`src/hdl/hmtmb_pkg.sv`:
```
package hmtmb_pkg;

   // grid dimension registers and derived counts
   localparam int DIM_W   = 9;
   localparam int NV_W    = 2 * DIM_W;
   localparam int NT_W    = NV_W + 1;
   localparam int IDX_W   = 17;
   localparam int HGT_W   = 8;

   // normal arithmetic
   localparam int VEC_W   = 17;
   localparam int NRM_W   = 16;
   localparam int MAG_W   = 31;
   localparam int SUM_W   = 32;
   localparam int ROOT_STEPS = (MAG_W + 1) / 2;

   // shared divider for texture coordinates and triangle lookup
   localparam int NUM_W   = 25;
   localparam int DEN_W   = 10;

   localparam int REQ_W   = 32;
   localparam int RSP_W   = 144;

   localparam int CSR_IDX_W = 1;
   localparam logic [CSR_IDX_W-1:0] CSR_COLUMNS = 1'b0;
   localparam logic [CSR_IDX_W-1:0] CSR_ROWS    = 1'b1;

   localparam logic [DIM_W-1:0] MIN_DIM = 9'd2;
   localparam logic signed [VEC_W-1:0] FACE_Y = 17'sd10;

   typedef enum logic [1:0] {
      REQ_LOAD  = 2'd0,
      REQ_BUILD = 2'd1,
      REQ_VREAD = 2'd2,
      REQ_TREAD = 2'd3
   } req_kind_type;

   typedef enum logic [1:0] {
      ST_OK      = 2'd0,
      ST_RANGE   = 2'd1,
      ST_UNBUILT = 2'd2
   } status_type;

endpackage

```
`src/hdl/hmtmb_div.sv`:
```
module hmtmb_div
   import hmtmb_pkg::*;
(
   input  logic             clock,
   input  logic             reset,
   input  logic             start,
   input  logic [NUM_W-1:0] num,
   input  logic [DEN_W-1:0] den,
   output logic             done,
   output logic [NUM_W-1:0] quo,
   output logic [DEN_W-1:0] rem
);

   localparam int CNT_W = $clog2(NUM_W + 1);

   logic             run_ff;
   logic             done_ff;
   logic [CNT_W-1:0] cnt_ff;
   logic [NUM_W-1:0] num_ff;
   logic [DEN_W-1:0] den_ff;
   logic [NUM_W-1:0] quo_ff;
   logic [DEN_W-1:0] rem_ff;
   logic [DEN_W:0]   trial;
   logic             take;

   // one quotient bit per cycle, restoring
   assign trial = {rem_ff, num_ff[NUM_W-1]};
   assign take  = (trial >= {1'b0, den_ff});

   always_ff @(posedge clock) begin
      if (reset) begin
         run_ff  <= 1'b0;
         done_ff <= 1'b0;
         cnt_ff  <= '0;
      end else begin
         done_ff <= 1'b0;
         if (start) begin
            run_ff <= 1'b1;
            cnt_ff <= CNT_W'(NUM_W);
            num_ff <= num;
            den_ff <= den;
            quo_ff <= '0;
            rem_ff <= '0;
         end else if (run_ff) begin
            num_ff <= num_ff << 1;
            quo_ff <= {quo_ff[NUM_W-2:0], take};
            rem_ff <= take ? DEN_W'(trial - {1'b0, den_ff}) : trial[DEN_W-1:0];
            cnt_ff <= cnt_ff - CNT_W'(1);
            if (cnt_ff == CNT_W'(1)) begin
               run_ff  <= 1'b0;
               done_ff <= 1'b1;
            end
         end
      end
   end

   assign done = done_ff;
   assign quo  = quo_ff;
   assign rem  = rem_ff;

   assert property (@(posedge clock) disable iff (reset) done |=> !done)
      else $error("divider done held");
   assert property (@(posedge clock) disable iff (reset) start |-> !run_ff)
      else $error("divider restarted while busy");
   assert property (@(posedge clock) disable iff (reset) done |-> rem < den_ff)
      else $error("divider remainder not below divisor");

endmodule

```
`config.mk`:
```
export PLATFORM = sky130hd
export DESIGN_NAME = hmtmb_div
export DESIGN_NICKNAME = d
export VERILOG_FILES = /design/src/hdl/hmtmb_pkg.sv /design/src/hdl/hmtmb_div.sv
export SDC_FILE = /design/constraint.sdc
export NUM_CORES = 1
export LEC_CHECK = 0
export BUFFER_PORTS_ARGS = -buffer_cell sky130_fd_sc_hd__buf_2
export CAP_MARGIN = 20
export CORE_ASPECT_RATIO = 1.2
export CORE_MARGIN = 2
export CORE_UTILIZATION = 49
export CTS_CLUSTER_DIAMETER = 60
export DETAILED_ROUTE_END_ITERATION = 12
export GPL_ROUTABILITY_DRIVEN = 0
export GPL_TIMING_DRIVEN = 0
export PLACE_DENSITY = 0.76
export SYNTH_ARGS = -nofsm -noshare
export SYNTH_HDL_FRONTEND = slang
export SYNTH_SLANG_ARGS = --single-unit
```
`constraint.sdc`:
```
create_clock -name clock -period 3.8 [get_ports clock]
set_input_delay 0.38 -clock clock [delete_from_list [all_inputs] [get_ports clock]]
set_output_delay 0.38 -clock clock [all_outputs]
set_load 0.02 [all_outputs]
```
==> metrics.yaml <==
r2r_slack_ns: 1.43
root_buffer: "clkbuf_8"
worstPathRequired_ns: 3.88
cts_hold_buffers: 0
synth_fp_nets: 305
min_period_over_period_pct: 62.2
cts_max_path_buffers: 2
ys_warn_count: 0
ys_ff_latch: 77
hold_path_class: "input port to flip-flop"
setup_viol: 0
routed_wl_mm: 6.40
ctsResizeCount: 0
clock.fmax_ghz: 0.423
hold_viol: 0
final.setup.worst_slack_ns: 1.43
num_rows: 33
placed_area_mm2: 0.00401
grt_pass1_wl_mm: 10.3
io_pins: 74
routedWlPerCell_um: 14.9
drtPass1Iterations: 4
power_leakage_uw: 0.00170
grt_overflow: 0
worst_setup_path_start_kind: "flip-flop"
timing.hold.ws_ns: 0.209
track_usage_pct: 17.2
drt_iter0_markers: 162
drv_slew: 0
powerDensity_mw_per_mm2: 482
numCtsBuffers: 9
cts_setup_buffers: 0
start_util_pct: 51.1
synth-edff-count: 70
place_ws_ns: 1.06
yosysSeqAreaShare_pct: 63.7
core_area_mm2: 0.00690
cp_max_fo: 3
avgSynthCellArea_um2: 13.9
tritoncts: "done"
vdd_drop_max_uv: 242
finalInstanceArea_mm2: 0.00425
clock_latency_ns: 0.34
area_growth_pct: 20.6
via_per_inst: 5.17
cp-end-kind: "flip-flop"
critical_path_arrival_ns: 2.45
clkSlewWorstSetupHoldPaths_ns: 0.08
synthesis.instances: 254
ys_async_sr_fraction_pct: 0
maxCapViolations: 0
grt_max_degree: 33
vias: 2218
synthFlopType: "edfxtp_1"
antenna_found_initial: 0
fin_worst_skew_ns: 0.00761
htreeDepth: 3
hpwl_mm: 4.64
finalCriticalPeriod_ns: 2.37
die_y_um: 96.9
finish.utilization_pct: 61.6
dieArea_mm2: 0.00788
critPathKind: "flip-flop to flip-flop"
die_w_um: 81.4
clock-sinks: 77
drive_gt1_share_pct: 35.1
max_slew_margin_pct: 39.0
tightestPinTransition_ns: 0.912
rsz0062_at_grt: "false"
outcome: "complete, no violations"
antenna_cells: 0
synth.distinct_cells: 44
postRouteAntennaNets: 0
nNetsFinal: 388
drc: 0
first_global_vias: 2245
syn_area_mm2: 0.00352
io_buffers: 71
-- layout by cell type (no fill, tap or decap), types with 3 or more instances in the layout --
cell type	count
a21oi_1	11
buf_1	4
buf_2	72
clkbuf_1	4
clkbuf_16	3
clkbuf_8	10
dfxtp_1	7
edfxtp_1	70
ha_1	12
inv_1	17
mux2_2	24
mux2i_1	6
nand2_1	5
nor2_1	18
nor2b_1	24
nor3_1	3
o21ai_0	3
xnor2_1	8
-- final cells by class --
cell class / instances / area (um2)
clock inverters: 2 / 17.5
repair buffers: 72 / 375
multi-input cells: 151 / 1180
clock buffers: 14 / 216
plain buffers: 9 / 42.5
well taps: 87 / 109
inverters: 17 / 63.8
flip-flops and latches: 77 / 2240
fillers: 542 / 2650
-- sequential cells by signal, summed over array words and instances, names as in the netlist --
name,count
num_ff,25
run_ff,1
quo,25
den_ff,10
rem,10
cnt_ff,5
done,1
-- report_power, final --
group | internal, uW | switching [uW]
sequential | 999 | 30.9
clock | 378 | 297
combinational | 152 | 192
-- kinds of logic (layout without fill, tap and decap cells) --
family / count (synthesis) / count (layout) / synth area share [%]
buffers and inverters: 26 / 114 / 3.02
and+or+nand+nor: 66 / 66 / 10.1
muxes: 30 / 30 / 9.38
AOI/OAI and AO/OA: 33 / 33 / 6.79
xor gates and xnor gates: 9 / 9 / 2.24
DFF: 77 / 77 / 63.7
adders and majority gates: 13 / 13 / 4.83
-- synth_stat cells, drive strengths merged (2+ instances only) --
cell	instances	area share, %
edfxtp	70	60
mux2	24	7.7
nor2b	24	4.3
nor2	21	2.4
inv	17	1.8
a21oi	12	1.8
ha	12	4.3
xnor2	8	2.0
dfxtp	7	4.0
buf	6	0.89
mux2i	6	1.7
nand2	5	0.53
a211oi	4	1.1
o21ai	4	0.57
clkbuf	3	0.32
nor3	3	0.43
and2	2	0.36
nand3	2	0.28
nand3b	2	0.43
nor4b	2	0.50
o211ai	2	0.43
o21a	2	0.43
o21bai	2	0.75
-- worst paths after layout --
check / startpoint / end / depth (start not counted)
worst max-delay path: num_ff[24] / rem[6] / 10
worst min-delay path: den[0] / den_ff[0] / 1
worst min register to register: cnt_ff[1] / cnt_ff[1] / 2
worst max register to register: num_ff[24] / rem[6] / 10
-- metrics by stage --
| step | instances | power (uW) | setup TNS (ns) |
|---|---|---|---|
| after floorplan | 254 | 1300 | 0 |
| after global placement | 412 | 1380 | -9.34 |
| after detailed placement | 413 | 1400 | 0 |
| after CTS | 429 | 2070 | 0 |
| after global routing | 429 | 2140 | 0 |
| final | 429 | 2050 | 0 |
-- per-layer routing --
layer  track usage (%)  vias to the layer above  wire [um]
li1                  -                     1084          -
met3              6.06                        6        526
met4              5.08                        0         81
met1              21.8                     1053       2690
met2              27.6                       75       3100
met5                 0                        -          0
-- worst max-delay path, stage by stage, from the launching register on --
cell and delay [ns]:
edfxtp_1 0.40, inv_1 0.07, ha_1 0.17, inv_1 0.06, fa_1 0.42, a211oi_1 0.38, o21bai_1 0.12, a21oi_1 0.19
xnor2_1 0.08, mux2i_1 0.14, nor2_1 0.06
Power figures use the tool's default switching activity.
