**config.mk**
```make
export PLATFORM = sky130hd
export DESIGN_NAME = hmtmb_norm
export DESIGN_NICKNAME = d
export VERILOG_FILES = /design/src/hdl/hmtmb_pkg.sv /design/src/hdl/hmtmb_norm.sv
export SDC_FILE = /design/constraint.sdc
export NUM_CORES = 1
export LEC_CHECK = 0
export BUFFER_PORTS_ARGS = -buffer_cell sky130_fd_sc_hd__buf_2
export CAP_MARGIN = 20
export CORE_AREA = 2 2 254 256
export CTS_CLUSTER_DIAMETER = 80
export DETAILED_ROUTE_END_ITERATION = 7
export DIE_AREA = 0 0 256 258
export PLACE_DENSITY = 0.62
export SYNTH_ARGS = -nofsm -noshare
export SYNTH_HDL_FRONTEND = slang
export SYNTH_SLANG_ARGS = --single-unit
```
**constraint.sdc**
```tcl
create_clock -name clock -period 9.86 [get_ports clock]
set_input_delay 0.493 -clock clock [delete_from_list [all_inputs] [get_ports clock]]
set_output_delay 0.493 -clock clock [all_outputs]
set_load 0.03 [all_outputs]
```
**src/hdl/hmtmb_pkg.sv**
```systemverilog
package hmtmb_pkg;

   // grid dimension registers and derived counts
   localparam int DIM_W   = 9;
   localparam int NV_W    = 2 * DIM_W;
   localparam int NT_W    = NV_W + 1;
   localparam int IDX_W   = 17;
   localparam int HGT_W   = 8;

   // normal arithmetic
   localparam int VEC_W   = 17;
   localparam int NRM_W   = 16;
   localparam int MAG_W   = 31;
   localparam int SUM_W   = 32;
   localparam int ROOT_STEPS = (MAG_W + 1) / 2;

   // shared divider for texture coordinates and triangle lookup
   localparam int NUM_W   = 25;
   localparam int DEN_W   = 10;

   localparam int REQ_W   = 32;
   localparam int RSP_W   = 144;

   localparam int CSR_IDX_W = 1;
   localparam logic [CSR_IDX_W-1:0] CSR_COLUMNS = 1'b0;
   localparam logic [CSR_IDX_W-1:0] CSR_ROWS    = 1'b1;

   localparam logic [DIM_W-1:0] MIN_DIM = 9'd2;
   localparam logic signed [VEC_W-1:0] FACE_Y = 17'sd10;

   typedef enum logic [1:0] {
      REQ_LOAD  = 2'd0,
      REQ_BUILD = 2'd1,
      REQ_VREAD = 2'd2,
      REQ_TREAD = 2'd3
   } req_kind_type;

   typedef enum logic [1:0] {
      ST_OK      = 2'd0,
      ST_RANGE   = 2'd1,
      ST_UNBUILT = 2'd2
   } status_type;

endpackage

```
**src/hdl/hmtmb_norm.sv**
```systemverilog
module hmtmb_norm
   import hmtmb_pkg::*;
(
   input  logic                    clock,
   input  logic                    reset,
   input  logic                    start,
   input  logic signed [VEC_W-1:0] vec_x,
   input  logic signed [VEC_W-1:0] vec_y,
   input  logic signed [VEC_W-1:0] vec_z,
   output logic                    done,
   output logic signed [NRM_W-1:0] nrm_x,
   output logic signed [NRM_W-1:0] nrm_y,
   output logic signed [NRM_W-1:0] nrm_z
);

   typedef enum logic [2:0] {
      N_IDLE,
      N_SQ,
      N_SUM,
      N_LOAD,
      N_DIV,
      N_ROOT,
      N_DONE
   } nstate_type;

   nstate_type              state_ff;
   logic                    done_ff;
   logic [1:0]              k_ff;
   logic [4:0]              cnt_ff;
   logic signed [VEC_W-1:0] v_ff [3];
   logic [MAG_W-1:0]        mag_ff [3];
   logic [SUM_W-1:0]        sum_ff;
   logic [SUM_W:0]          rem_ff;
   logic [MAG_W-1:0]        quo_ff;
   logic [SUM_W-1:0]        root_ff;
   logic [SUM_W-1:0]        bit_ff;
   logic signed [NRM_W-1:0] out_ff [3];

   logic signed [VEC_W-1:0] cur;
   logic [VEC_W-1:0]        abs_v;
   logic [2*VEC_W-1:0]      sq;
   logic [SUM_W:0]          trial;
   logic                    take;
   logic [MAG_W-1:0]        quo_in;
   logic [SUM_W:0]          rtest;
   logic                    rtake;
   logic [SUM_W-1:0]        root_in;
   logic [NRM_W-1:0]        mag_res;

   always_comb begin
      cur     = v_ff[k_ff];
      abs_v   = cur[VEC_W-1] ? VEC_W'(-cur) : VEC_W'(cur);
      sq      = abs_v * abs_v;
      trial   = (cnt_ff == 5'd0) ? rem_ff : (rem_ff << 1);
      take    = (trial >= {1'b0, sum_ff});
      quo_in  = {quo_ff[MAG_W-2:0], take};
      rtest   = {1'b0, root_ff + bit_ff};
      rtake   = (rem_ff >= rtest);
      root_in = rtake ? ((root_ff >> 1) + bit_ff) : (root_ff >> 1);
      mag_res = NRM_W'((root_in + SUM_W'(1)) >> 1);
   end

   always_ff @(posedge clock) begin
      if (reset) begin
         state_ff <= N_IDLE;
         done_ff  <= 1'b0;
      end else begin
         done_ff <= 1'b0;
         case (state_ff)
            N_IDLE: begin
               if (start) begin
                  v_ff[0]  <= vec_x;
                  v_ff[1]  <= vec_y;
                  v_ff[2]  <= vec_z;
                  k_ff     <= 2'd0;
                  state_ff <= N_SQ;
               end
            end
            N_SQ: begin
               mag_ff[k_ff] <= sq[MAG_W-1:0];
               if (k_ff == 2'd2) begin
                  state_ff <= N_SUM;
               end else begin
                  k_ff <= k_ff + 2'd1;
               end
            end
            N_SUM: begin
               sum_ff   <= SUM_W'(mag_ff[0]) + SUM_W'(mag_ff[1]) + SUM_W'(mag_ff[2]);
               k_ff     <= 2'd0;
               state_ff <= N_LOAD;
            end
            N_LOAD: begin
               if (sum_ff == '0) begin
                  out_ff[0] <= '0;
                  out_ff[1] <= '0;
                  out_ff[2] <= '0;
                  state_ff  <= N_DONE;
               end else begin
                  rem_ff   <= (SUM_W+1)'(mag_ff[k_ff]);
                  quo_ff   <= '0;
                  cnt_ff   <= 5'd0;
                  state_ff <= N_DIV;
               end
            end
            N_DIV: begin
               // mag * 2^30 / sum, first step without a shift
               quo_ff <= quo_in;
               if (cnt_ff == 5'(MAG_W - 1)) begin
                  rem_ff   <= (SUM_W+1)'(quo_in);
                  root_ff  <= '0;
                  bit_ff   <= SUM_W'(1) << (MAG_W - 1);
                  cnt_ff   <= 5'd0;
                  state_ff <= N_ROOT;
               end else begin
                  rem_ff <= take ? (trial - {1'b0, sum_ff}) : trial;
                  cnt_ff <= cnt_ff + 5'd1;
               end
            end
            N_ROOT: begin
               if (rtake) begin
                  rem_ff <= rem_ff - rtest;
               end
               root_ff <= root_in;
               bit_ff  <= bit_ff >> 2;
               cnt_ff  <= cnt_ff + 5'd1;
               if (cnt_ff == 5'(ROOT_STEPS - 1)) begin
                  out_ff[k_ff] <= cur[VEC_W-1] ? -$signed(mag_res) : $signed(mag_res);
                  if (k_ff == 2'd2) begin
                     state_ff <= N_DONE;
                  end else begin
                     k_ff     <= k_ff + 2'd1;
                     state_ff <= N_LOAD;
                  end
               end
            end
            N_DONE: begin
               done_ff  <= 1'b1;
               state_ff <= N_IDLE;
            end
            default: state_ff <= N_IDLE;
         endcase
      end
   end

   assign done  = done_ff;
   assign nrm_x = out_ff[0];
   assign nrm_y = out_ff[1];
   assign nrm_z = out_ff[2];

   assert property (@(posedge clock) disable iff (reset) done |=> !done)
      else $error("normaliser done held");
   assert property (@(posedge clock) disable iff (reset) start |-> state_ff == N_IDLE)
      else $error("normaliser started while busy");
   assert property (@(posedge clock) disable iff (reset)
      done |-> (nrm_x >= -16384 && nrm_x <= 16384 && nrm_y >= -16384 && nrm_y <= 16384
               && nrm_z >= -16384 && nrm_z <= 16384))
      else $error("normal component beyond unit range");

endmodule
```
==> metrics.yaml <==
critical_path:
  critical-path-slowest-cell: "fa_1"
  crit_path_start_kind: "register"
  cp.required_ps: 10160
  slowest_delay_ps: 550
  crit_fanout: 18
  path_class: "register to register"
  critPathArrivalTime_ps: 9460
  cp-end-kind: "register"
  crit_top_cell: "fa_1"
synthesis:
  synth_edf_count: 369
  synthDistinctLibCells: 102
  synthCells: 3016
  synth_ff_type: "edfxtp_1"
  avgSynthCellArea_um2: 10.4
  syn-cell-area_um2: 31500
  yosysSeqAreaShare_pct: 35.6
  ys_seq_elements: 375
  ys_warn_count: 0
  async_flop_share_pct: 0
floorplan:
  start_util_pct: 49.4
  core_um2: 63600
  die_area_um2: 66000
  die_y_um: 258
  io-pin-count: 103
  dieWidth_um: 256
  num_rows: 93
grt:
  antenna_found_initial: 0
  grt-ovfl-total: 0
  grt_pass1_vias: 23512
  grt_pass1_wl_mm: 135
  grt_max_degree: 52
  grtUsageTotal_pct: 26.1
clocking:
  clockRootBuffer: "clkbuf_16"
  htree_num_levels: 2
  clock-sinks: 375
  cts_tree: "yes"
  clock_latency_ps: 590
  cts_buffer_depth: 3
  numCtsBuffers: 44
  clkTransAtPathRegs_ps: 60
detailed_routing:
  drc: 0
  vias_per_cell: 5.80
  wire_per_inst_um: 21.4
  vias: 23241
  firstDrtPassIters: 6
  initialDrtViolationCount: 1921
  ant_nets: 0
  totalWireLength_mm: 85.8
placement:
  numPortBuffers: 102
  dpl.hpwl_mm: 66.9
  placed_area_um2: 33100
  place_congestion: 0.929
cells_and_area:
  drive_gt1_share_pct: 10.7
  regArea_um2: 11200
  fin_util_pct: 54.3
  num-nets-final: 3627
  multi_input_area_um2: 18600
  layout_commonest_cell: "edfxtp_1"
  fillCellCount: 5638
  layout_common_cells: "edfxtp_1, inv_1, nor2_1"
  fin_area_um2: 34600
  n_antenna_cell: 0
  syn_to_final_growth_pct: 9.92
timing:
  rsz0062_at_grt: "no"
  finalCritPeriodShare_pct: 92.9
  slew_headroom_pct: 31.5
  worst_pin_slew_ps: 1020
  fin_crit_ps: 9160
  fin_skew_ps: 32.1
  timing.fmax_ghz: 0.109
  setup_viol: 0
  setup_tns_ps: 0
  final-max-slew-violation-count: 0
  whs_ps: 79.6
  hold_violations: 0
outcome:
  status: "completed"
flow_run:
  cap_violations: 0
hold_path:
  min_path_type: "primary input to register"
cells by family after synthesis:
logic type	after synthesis	synth area share (%)
xor+xnor	211	5.87
simple gates	796	12.0
flops	375	35.6
mux	95	4.37
compound gates	612	13.0
other cells	2	0.0239
buf+inv	470	5.68
fa+ha+maj	455	23.4
what timing repair did:
action | 4_1_cts | 5_1_grt
setup endpoints to repair | 0 | 4
gates resized for setup | 0 | 4
buffers inserted | 0 | 0
hold buffers | 0 | 0
per-stage QoR:
| step | cells | worst slack (ps) |
|---|---|---|
| global route | 4007 | 60.4 |
| CTS | 4007 | 558 |
| floorplan | 3028 | 1400 |
| global placement | 3927 | 809 |
| detailed placement | 3927 | 579 |
| finish | 4007 | 699 |
sequential cells by signal, indices dropped and copies added (netlist names), named ones only:
signal	count
bit_ff	16
cnt_ff	5
done	1
k_ff	2
mag_ff	120
out_ff	48
quo_ff	30
rem_ff	33
root_ff	32
state_ff	3
sum_ff	32
v_ff	51
routing by layer:
layer  GRT usage (%)  wire [µm]  vias up
li1                -          -    10819
met1            37.5      38400    11496
met2            42.5      39400      812
met3            3.27       6090      114
met4            6.16       1960        0
met5               0          0        -
Yosys cell counts (38+ instances only):
cell	instances	area (µm²)
nand3_1	38	190
edfxtp_1	369	11100
and3_1	53	332
a21o_1	51	383
inv_1	359	1350
clkbuf_1	86	323
ha_1	231	2890
xor2_1	87	762
nor3_1	40	200
xnor2_1	124	1090
nand2_1	209	785
a21oi_1	155	776
nor2_1	272	1020
and2_1	44	275
fa_1	224	4480
o21ai_0	128	641
final timing paths:
| kind | from | end | slack, ps | depth (start not counted) |
|---|---|---|---|---|
| max | register | mag_ff[0][30] | 700 | 30 |
| max reg2reg | register | mag_ff[0][30] | 700 | 30 |
| min | vec_y[5] | v_ff[1][5] | 80 | 1 |
| min reg2reg | quo_ff[23] | quo_ff[24] | 550 | 1 |
worst max-delay path: cells and delay by family (launching register included):
| family | cells | cell delay (ps) |
|---|---|---|
| adders and majority gates | 7 | 3260 |
| AOI/OAI and AO/OA | 9 | 2510 |
| and+or+nand+nor | 8 | 1350 |
| buffers and inverters | 3 | 620 |
| DFF | 1 | 530 |
| xor gates and xnor gates | 2 | 370 |
| muxes | 1 | 220 |
cell type report:
| type | count | share of cell area (%) |
|---|---|---|
| Clock inverter | 28 | 0.948 |
| Multi-Input combinational cell | 2183 | 53.7 |
| Clock buffer | 52 | 3.39 |
| Timing Repair Buffer | 148 | 2.47 |
| Tap cell | 855 | 3.09 |
| Sequential cell | 375 | 32.4 |
| Inverter | 366 | 3.97 |
Power is not shown: default switching activity piles up to over one toggle a cycle in this logic, so the estimate is an artifact.
